[config.mk]
export PLATFORM = sky130hd
export DESIGN_NAME = ordered_sequence_store_top_flat
export DESIGN_NICKNAME = d
export VERILOG_FILES = /design/src/hdl/osq_pkg.sv /design/src/hdl/osq_if.sv /design/src/hdl/osq_mem.sv /design/src/hdl/osq_ctrl.sv /design/src/hdl/ordered_sequence_store_top.sv /design/src/flat_wrapper.sv
export SDC_FILE = /design/constraint.sdc
export NUM_CORES = 2
export LEC_CHECK = 0
export ABC_CLOCK_PERIOD_IN_PS = 5700
export BUFFER_PORTS_ARGS = -buffer_cell sky130_fd_sc_hd__buf_2
export CAP_MARGIN = 20
export CORE_ASPECT_RATIO = 1.5
export CORE_MARGIN = 10
export CORE_UTILIZATION = 30
export CTS_CLUSTER_DIAMETER = 60
export DETAILED_ROUTE_END_ITERATION = 16
export PLACE_DENSITY = 0.54
export SKIP_CTS_REPAIR_TIMING = 1
export SLEW_MARGIN = 20
export SYNTH_ARGS = -nofsm -noshare
export SYNTH_HDL_FRONTEND = slang
export SYNTH_SLANG_ARGS = --single-unit
[constraint.sdc]
create_clock -name clk_i -period 5.7 [get_ports clk_i]
set_clock_uncertainty 0.1 [all_clocks]
set_input_delay 0.285 -clock clk_i [delete_from_list [all_inputs] [get_ports clk_i]]
set_output_delay 0.285 -clock clk_i [all_outputs]
set_load 0.05 [all_outputs]
[src/hdl/osq_pkg.sv]
package osq_pkg;

  // default number of stored entries
  localparam int unsigned CAPACITY = 32;

  // width of one stored value
  localparam int unsigned DATA_W = 32;

  typedef enum logic [1:0] {
    ACT_APPEND = 2'd0,
    ACT_INSERT = 2'd1,
    ACT_DELETE = 2'd2,
    ACT_DUMP   = 2'd3
  } action_e;

  typedef enum logic [1:0] {
    ST_DONE      = 2'd0,
    ST_NOT_FOUND = 2'd1,
    ST_FULL      = 2'd2
  } status_e;

endpackage

[src/hdl/osq_if.sv]
// command channel
interface osq_cmd_if;
  logic                               valid;
  logic                               ready;
  logic [1:0]                         action;
  logic signed [osq_pkg::DATA_W-1:0]  value;

  modport source (output valid, output action, output value, input ready);
  modport sink   (input valid, input action, input value, output ready);
endinterface

// result channel
interface osq_res_if;
  logic                               valid;
  logic                               ready;
  logic [1:0]                         status;
  logic signed [osq_pkg::DATA_W-1:0]  entry;
  logic                               entry_present;
  logic                               last;

  modport source (output valid, output status, output entry, output entry_present,
                  output last, input ready);
  modport sink   (input valid, input status, input entry, input entry_present,
                  input last, output ready);
endinterface

[src/hdl/osq_mem.sv]
module osq_mem #(
  parameter int unsigned DEPTH = osq_pkg::CAPACITY,
  localparam int unsigned AW   = $clog2(DEPTH)
) (
  input  logic                       clk_i,
  input  logic                       we_i,
  input  logic [AW-1:0]              waddr_i,
  input  logic [osq_pkg::DATA_W-1:0] wdata_i,
  input  logic [AW-1:0]              raddr_i,
  output logic [osq_pkg::DATA_W-1:0] rdata_o
);

  logic [osq_pkg::DATA_W-1:0] mem [DEPTH];
  logic [osq_pkg::DATA_W-1:0] rdata_q;

  // one write port, one registered read port
  always_ff @(posedge clk_i) begin
    if (we_i) begin
      mem[waddr_i] <= wdata_i;
    end
    rdata_q <= mem[raddr_i];
  end

  assign rdata_o = rdata_q;

endmodule

[src/hdl/osq_ctrl.sv]
module osq_ctrl #(
  parameter int unsigned CAPACITY = osq_pkg::CAPACITY,
  localparam int unsigned AW      = $clog2(CAPACITY),
  localparam int unsigned CW      = $clog2(CAPACITY + 1)
) (
  input  logic                       clk_i,
  input  logic                       rst_ni,
  osq_cmd_if.sink                    cmd_i,
  osq_res_if.source                  res_o,
  output logic                       mem_we_o,
  output logic [AW-1:0]              mem_waddr_o,
  output logic [osq_pkg::DATA_W-1:0] mem_wdata_o,
  output logic [AW-1:0]              mem_raddr_o,
  input  logic [osq_pkg::DATA_W-1:0] mem_rdata_i
);

  typedef enum logic [2:0] {
    S_IDLE,
    S_RESP,
    S_INS,
    S_DEL,
    S_DUMP
  } state_e;

  state_e                      state_q, state_d;
  logic [CW-1:0]               count_q, count_d;
  logic [CW-1:0]               idx_q, idx_d;
  logic [osq_pkg::DATA_W-1:0]  value_q, value_d;
  logic [osq_pkg::DATA_W-1:0]  carry_q, carry_d;
  logic                        found_q, found_d;
  osq_pkg::status_e            resp_q, resp_d;

  logic                        out_valid_q, out_valid_d;
  osq_pkg::status_e            out_status_q, out_status_d;
  logic [osq_pkg::DATA_W-1:0]  out_entry_q, out_entry_d;
  logic                        out_present_q, out_present_d;
  logic                        out_last_q, out_last_d;

  logic                        can_emit;
  logic                        full;
  logic                        idx_at_end;
  logic [CW-1:0]               idx_inc;
  logic [CW-1:0]               idx_dec;
  osq_pkg::action_e            action;

  assign can_emit   = !out_valid_q || res_o.ready;
  assign full       = (count_q == CW'(CAPACITY));
  assign idx_at_end = (idx_q == count_q);
  assign idx_inc    = idx_q + CW'(1);
  assign idx_dec    = idx_q - CW'(1);
  assign action     = osq_pkg::action_e'(cmd_i.action);

  assign cmd_i.ready = (state_q == S_IDLE);

  // next state, memory access and result loading
  always_comb begin
    state_d       = state_q;
    count_d       = count_q;
    idx_d         = idx_q;
    value_d       = value_q;
    carry_d       = carry_q;
    found_d       = found_q;
    resp_d        = resp_q;
    out_valid_d   = out_valid_q;
    out_status_d  = out_status_q;
    out_entry_d   = out_entry_q;
    out_present_d = out_present_q;
    out_last_d    = out_last_q;
    mem_we_o      = 1'b0;
    mem_waddr_o   = idx_q[AW-1:0];
    mem_wdata_o   = carry_q;
    mem_raddr_o   = '0;

    // result taken by the receiver
    if (out_valid_q && res_o.ready) begin
      out_valid_d = 1'b0;
    end

    case (state_q)
      S_IDLE: begin
        if (cmd_i.valid) begin
          value_d = cmd_i.value;
          carry_d = cmd_i.value;
          idx_d   = '0;
          found_d = 1'b0;
          resp_d  = osq_pkg::ST_DONE;
          case (action)
            osq_pkg::ACT_APPEND: begin
              state_d = S_RESP;
              if (full) begin
                resp_d = osq_pkg::ST_FULL;
              end else begin
                mem_we_o    = 1'b1;
                mem_waddr_o = count_q[AW-1:0];
                mem_wdata_o = cmd_i.value;
                count_d     = count_q + CW'(1);
              end
            end
            osq_pkg::ACT_INSERT: begin
              if (full) begin
                resp_d  = osq_pkg::ST_FULL;
                state_d = S_RESP;
              end else begin
                state_d = S_INS;
              end
            end
            osq_pkg::ACT_DELETE: begin
              state_d = S_DEL;
            end
            osq_pkg::ACT_DUMP: begin
              state_d = (count_q == '0) ? S_RESP : S_DUMP;
            end
            default: begin
              state_d = S_RESP;
            end
          endcase
        end
      end

      // single status transaction
      S_RESP: begin
        if (can_emit) begin
          out_valid_d   = 1'b1;
          out_status_d  = resp_q;
          out_entry_d   = '0;
          out_present_d = 1'b0;
          out_last_d    = 1'b1;
          state_d       = S_IDLE;
        end
      end

      // forward scan, once placed every later entry moves up by one
      S_INS: begin
        mem_raddr_o = idx_inc[AW-1:0];
        if (idx_at_end) begin
          if (can_emit) begin
            mem_we_o      = 1'b1;
            mem_wdata_o   = carry_q;
            count_d       = count_q + CW'(1);
            out_valid_d   = 1'b1;
            out_status_d  = osq_pkg::ST_DONE;
            out_entry_d   = '0;
            out_present_d = 1'b0;
            out_last_d    = 1'b1;
            state_d       = S_IDLE;
          end
        end else begin
          if (found_q || !($signed(mem_rdata_i) < $signed(value_q))) begin
            mem_we_o    = 1'b1;
            mem_wdata_o = carry_q;
            carry_d     = mem_rdata_i;
            found_d     = 1'b1;
          end
          idx_d = idx_inc;
        end
      end

      // forward scan, after the match every entry moves down by one
      S_DEL: begin
        mem_raddr_o = idx_inc[AW-1:0];
        if (idx_at_end) begin
          if (can_emit) begin
            out_valid_d   = 1'b1;
            out_status_d  = found_q ? osq_pkg::ST_DONE : osq_pkg::ST_NOT_FOUND;
            out_entry_d   = '0;
            out_present_d = 1'b0;
            out_last_d    = 1'b1;
            if (found_q) begin
              count_d = count_q - CW'(1);
            end
            state_d = S_IDLE;
          end
        end else begin
          if (found_q) begin
            mem_we_o    = 1'b1;
            mem_waddr_o = idx_dec[AW-1:0];
            mem_wdata_o = mem_rdata_i;
          end else if (mem_rdata_i == value_q) begin
            found_d = 1'b1;
          end
          idx_d = idx_inc;
        end
      end

      // one entry per transaction, re-read the same entry while stalled
      S_DUMP: begin
        mem_raddr_o = idx_q[AW-1:0];
        if (can_emit) begin
          out_valid_d   = 1'b1;
          out_status_d  = osq_pkg::ST_DONE;
          out_entry_d   = mem_rdata_i;
          out_present_d = 1'b1;
          out_last_d    = (idx_inc == count_q);
          if (idx_inc == count_q) begin
            state_d = S_IDLE;
          end else begin
            idx_d       = idx_inc;
            mem_raddr_o = idx_inc[AW-1:0];
          end
        end
      end

      default: begin
        state_d = S_IDLE;
      end
    endcase
  end

  // state and registered outputs
  always_ff @(posedge clk_i or negedge rst_ni) begin
    if (!rst_ni) begin
      state_q       <= S_IDLE;
      count_q       <= '0;
      idx_q         <= '0;
      value_q       <= '0;
      carry_q       <= '0;
      found_q       <= 1'b0;
      resp_q        <= osq_pkg::ST_DONE;
      out_valid_q   <= 1'b0;
      out_status_q  <= osq_pkg::ST_DONE;
      out_entry_q   <= '0;
      out_present_q <= 1'b0;
      out_last_q    <= 1'b0;
    end else begin
      state_q       <= state_d;
      count_q       <= count_d;
      idx_q         <= idx_d;
      value_q       <= value_d;
      carry_q       <= carry_d;
      found_q       <= found_d;
      resp_q        <= resp_d;
      out_valid_q   <= out_valid_d;
      out_status_q  <= out_status_d;
      out_entry_q   <= out_entry_d;
      out_present_q <= out_present_d;
      out_last_q    <= out_last_d;
    end
  end

  assign res_o.valid         = out_valid_q;
  assign res_o.status        = out_status_q;
  assign res_o.entry         = out_entry_q;
  assign res_o.entry_present = out_present_q;
  assign res_o.last          = out_last_q;

endmodule

[src/hdl/ordered_sequence_store_top.sv]
// ordered sequence store: a bounded list of signed 32-bit values
// cmd_i carries one command per transaction (append, ordered insert,
// delete first match, dump); res_o returns the result transactions.
// append, delete and insert give one status transaction with last set;
// a dump gives one transaction per stored entry, last set on the final
// one, or a single empty transaction when nothing is stored.
// insert and delete walk the list through the single read port of the
// entry memory, one entry per cycle; a dump delivers one entry per cycle
// while the receiver does not stall.
// a new command is taken only when the previous one has finished its
// memory pass; a finished result may still sit in the output register.
// reset empties the list at once (count cleared), the memory is not swept.
// when the receiver stalls, the output register holds its transaction and
// the pass waits at its next result; nothing is dropped or repeated.
module ordered_sequence_store_top #(
  parameter int unsigned CAPACITY = osq_pkg::CAPACITY
) (
  input  logic       clk_i,
  input  logic       rst_ni,
  osq_cmd_if.sink    cmd_i,
  osq_res_if.source  res_o
);

  localparam int unsigned AW = $clog2(CAPACITY);

  logic                       mem_we;
  logic [AW-1:0]              mem_waddr;
  logic [osq_pkg::DATA_W-1:0] mem_wdata;
  logic [AW-1:0]              mem_raddr;
  logic [osq_pkg::DATA_W-1:0] mem_rdata;

  // sequencer and output register
  osq_ctrl #(
    .CAPACITY (CAPACITY)
  ) u_ctrl (
    .clk_i       (clk_i),
    .rst_ni      (rst_ni),
    .cmd_i       (cmd_i),
    .res_o       (res_o),
    .mem_we_o    (mem_we),
    .mem_waddr_o (mem_waddr),
    .mem_wdata_o (mem_wdata),
    .mem_raddr_o (mem_raddr),
    .mem_rdata_i (mem_rdata)
  );

  // entry storage
  osq_mem #(
    .DEPTH (CAPACITY)
  ) u_mem (
    .clk_i   (clk_i),
    .we_i    (mem_we),
    .waddr_i (mem_waddr),
    .wdata_i (mem_wdata),
    .raddr_i (mem_raddr),
    .rdata_o (mem_rdata)
  );

endmodule
[src/flat_wrapper.sv]
// flat-port wrapper written by rule: the top's interface ports become plain ports
module ordered_sequence_store_top_flat 
#(
  parameter int unsigned CAPACITY = osq_pkg::CAPACITY
)
  (clk_i, rst_ni, cmd_i_valid, cmd_i_action, cmd_i_value, cmd_i_ready, res_o_valid, res_o_status, res_o_entry, res_o_entry_present, res_o_last, res_o_ready);
  osq_cmd_if cmd_i_i ();
  osq_res_if res_o_i ();
  input  logic clk_i;
  input  logic rst_ni;
  input wire logic [$bits(cmd_i_i.valid)-1:0] cmd_i_valid;
  input wire logic [$bits(cmd_i_i.action)-1:0] cmd_i_action;
  input wire logic [$bits(cmd_i_i.value)-1:0] cmd_i_value;
  output wire logic [$bits(cmd_i_i.ready)-1:0] cmd_i_ready;
  output wire logic [$bits(res_o_i.valid)-1:0] res_o_valid;
  output wire logic [$bits(res_o_i.status)-1:0] res_o_status;
  output wire logic [$bits(res_o_i.entry)-1:0] res_o_entry;
  output wire logic [$bits(res_o_i.entry_present)-1:0] res_o_entry_present;
  output wire logic [$bits(res_o_i.last)-1:0] res_o_last;
  input wire logic [$bits(res_o_i.ready)-1:0] res_o_ready;
  assign cmd_i_i.valid = cmd_i_valid;
  assign cmd_i_i.action = cmd_i_action;
  assign cmd_i_i.value = cmd_i_value;
  assign cmd_i_ready = cmd_i_i.ready;
  assign res_o_valid = res_o_i.valid;
  assign res_o_status = res_o_i.status;
  assign res_o_entry = res_o_i.entry;
  assign res_o_entry_present = res_o_i.entry_present;
  assign res_o_last = res_o_i.last;
  assign res_o_i.ready = res_o_ready;
  ordered_sequence_store_top #(.CAPACITY(CAPACITY)) u_core (.clk_i(clk_i), .rst_ni(rst_ni), .cmd_i(cmd_i_i), .res_o(res_o_i));
endmodule
==> impl_results.md <==
* Status: finished clean
* Wire length on met2 at 72910 um
* Die W at around 350 um
* Largest net degree at the start of global routing at about 110
* Highest routed layer: met4
* Hold Vio Cnt, Final at 0
* Dpl hpwl at approximately 83000 um
* Power density cells at 556.2 mW/mm^2
* Post-route ant nets at 0
* Initial DRC count at slightly below 3000
* Least-Margin Pin Slew at between 1 and 1.5 ns
* Clk sinks at between 1000 and 1500
* Syn nets at roughly 3600
* LEAKAGE at 19.53 nW
* CP max FO at 44
* Die height at ~500 um
* Synth Cell Area at ~0.048 mm^2
* Inserted Clock Buffers at about 100
* Met3 routed WL at 7114 um
* Gr usage total at 15.37%
* First-pass GRT wire length at a little over 200000 um
* Final setup TNS at 0 ns
* Hold Path Class: input pin to asynchronous set/reset pin
* WHS at just over 0.07 ns
* Fin crit share at 84.94%
* Yosys warns at 0
* Peak Freq at ~210 MHz
* Clk_lat worst skew at about 0.73 ns
* Fillers at approximately 15000
* Crit path time final at just under 5 ns
* Initial antenna violation count at 1
* Layout Nets at between 3000 and 4000
* PortBufs at 75
* Routed vias at slightly below 30000
* Maximum vdd drop at between 0.4 and 0.5 mV
* Worst EP required at between 6 and 7 ns
* CTS root buf: clkbuf_16
* DP Area at 0.05122 mm^2
* CP Launch Type: flip-flop
* Layout area overhead at 15.37%
* H-tree Lvls at 3
* CP endpoint kind: flip-flop
* Initial Util at between 30% and 40%
* Fin area at roughly 0.055 mm^2
* Worst Path Arrival at 5.35 ns
* MaxCap Viol Count at 0
* TritonRoute pass-1 iters at 9
* Core area at ~0.16 mm^2
* Drt total wl at between 100000 and 150000 um
* Rows at 179
* Routability cong. at 0.7986
* Residual DRC at 0
* CTS tree: done
* Final setup viols at 0
* Post-Synthesis Cells at approximately 3500
* Synthesized area per cell at between 10 and 15 um^2
* Storage cell area at ~0.034 mm^2
* Critical path type: flip-flop to flip-flop
* Worst-case clock buffer depth at 3
* RSZ-0062 raised after global routing: no
* Wire per inst at roughly 24 um
* Synth async-reset ratio at ~10%
* Sequential area share after synthesis at around 72%
* Worst rel slew slack at between 20% and 30%
* Area of the multi-input gates at 0.01220 mm^2
* #FFs+latches synth at 1174
* Slew Limit Fails at 0
* Proportion of layout cells with a drive suffix above 1 at between 10% and 20%
* Post-synth EDFFs at slightly above 1000
* Clock transition at path regs at approximately 0.070 ns
* I/O Pins at 76
* Vias per cell at between 5 and 6
* DIE AREA at 0.1758 mm^2
* Wl on met1 at 55570 um
* Vias in the first global route at about 29000
* Synth cell types at between 80 and 90
* Total grt overflow at 0
* Top_reg_cell synth: edfxtp_1
-- report_power, final --
part | switching (mW) | internal [mW]
clock | 3.19 | 4.07
combinational | 7.45 | 3.31
sequential | 0.696 | 11.9
-- final cells by class --
type	instances	share of cell area, %
clock inverters	63	1.436
multi-input cells	1999	22.14
diodes	1	0.004543
well taps	2081	4.727
repair buffers	247	3.780
inverters	106	0.7224
clock buffers	126	4.834
flip-flops and latches	1174	62.35
-- cell usage after synthesis, types with 6 or more instances --
library cell | instances | area (um^2)
nor2_1 | 33 | 123.9
o21ai_0 | 92 | 460.4
dfrtp_1 | 118 | 2953
buf_1 | 6 | 22.52
ha_1 | 38 | 475.5
nand2b_1 | 6 | 37.54
o211ai_1 | 6 | 45.04
buf_2 | 80 | 400.4
clkbuf_1 | 89 | 334.1
nand3_1 | 237 | 1186
a21oi_1 | 54 | 270.3
o22ai_1 | 33 | 206.5
a222oi_1 | 36 | 360.4
edfxtp_1 | 1024 | 30750
a31oi_1 | 59 | 369.1
nand4_1 | 89 | 556.8
a21o_1 | 14 | 105.1
inv_1 | 105 | 394.1
nor2b_1 | 7 | 43.79
nor3_1 | 38 | 190.2
mux2_2 | 55 | 619.3
nand2_1 | 810 | 3040
buf_4 | 33 | 247.7
xor2_1 | 8 | 70.07
xnor2_1 | 10 | 87.58
dfxtp_1 | 32 | 640.6
mux2i_1 | 216 | 2162
a32oi_1 | 58 | 508.0
-- layout by cell type, fill, tap and decap left out, types with 24 or more instances in the layout --
cell,instances
a222oi_1,36
mux2_2,55
dfxtp_1,32
ha_1,38
o22ai_1,33
inv_1,104
dfrtp_1,118
a32oi_1,58
a21oi_1,54
nand3_1,237
o21ai_0,92
a31oi_1,59
nand2_1,808
nor3_2,34
buf_4,111
buf_12,24
edfxtp_1,1024
nand4_1,89
buf_2,74
mux2i_1,216
clkbuf_16,102
nor2_1,31
dlygate4sd3_1,37
-- worst max-delay path, stage by stage (launching register included) --
cell and delay [ns]:
dfrtp_1 0.78, clkinv_1 0.42, ha_1 0.43, xor2_1 0.16, nor2_1 0.22, o211ai_2 0.17, o21a_1 0.29, o31ai_4 0.25
buf_12 0.21, buf_12 0.32, buf_4 0.43, mux2_2 0.38, nand2_1 0.06, o21ai_0 0.09, a32oi_1 0.21, nand4_1 0.12
-- logic make-up (layout without fill, tap and decap cells) --
kind of cell	count (synthesis)	count (layout)	share of synthesized area [%]
other cells	0	1	0
fa+ha+maj	39	39	1.038
compound gates	417	417	6.214
simple gates	1248	1248	11.31
buf+inv	320	542	3.066
flops	1174	1174	71.94
mux	275	275	6.015
xor+xnor	20	20	0.4220
-- metal layers --
metal	track usage [%]	vias to the layer above
met5	0	-
met4	5.660	0
met3	2.108	234
met2	28.05	936
met1	18.23	14990
li1	-	13220
-- path summary, 6_finish.rpt --
path	from	end	slack, ns	depth (start not counted)
max in group asynchronous	rst_ni	u_core.u_ctrl.value_q[12]	4.15	3
min in group clk_i	cmd_i_valid	u_core.u_ctrl.count_q[1]	0.09	4
min reg2reg	u_core.u_ctrl.res_o.entry[31]	u_core.u_ctrl.res_o.entry[31]	0.36	2
max	u_core.u_ctrl.idx_q[0]	u_core.u_mem.rdata_o[15]	0.86	15
min	rst_ni	u_core.u_ctrl.value_q[2]	0.07	2
max reg2reg	u_core.u_ctrl.idx_q[0]	u_core.u_mem.rdata_o[15]	0.86	15
-- flip-flops by register name, summed over array words and instances, names as in the netlist --
signal,count
u_core.u_ctrl.state_q,3
u_core.u_ctrl.idx_q,6
u_core.u_ctrl.res_o.last,1
u_core.u_ctrl.res_o.entry_present,1
u_core.u_mem.rdata_o,32
u_core.u_ctrl.res_o.entry,32
u_core.u_ctrl.value_q,32
u_core.u_ctrl.found_q,1
u_core.u_ctrl.res_o.valid,1
u_core.u_ctrl.count_q,6
u_core.u_ctrl.carry_q,32
u_core.u_ctrl.res_o.status,2
u_core.u_mem.mem,1024
u_core.u_ctrl.resp_q,1
-- metrics by stage --
step	util, %	cells	setup slack [ns]	power [mW]
global placement	32.35	5569	1.005	23.40
CTS	34.53	5758	0.8838	30.77
finish	34.78	5797	0.8582	30.63
floorplan	-	3493	0.5024	19.69
global route	34.78	5797	0.6448	32.11
detailed placement	32.35	5569	0.9450	23.53
(Power assumes the default switching activity.)
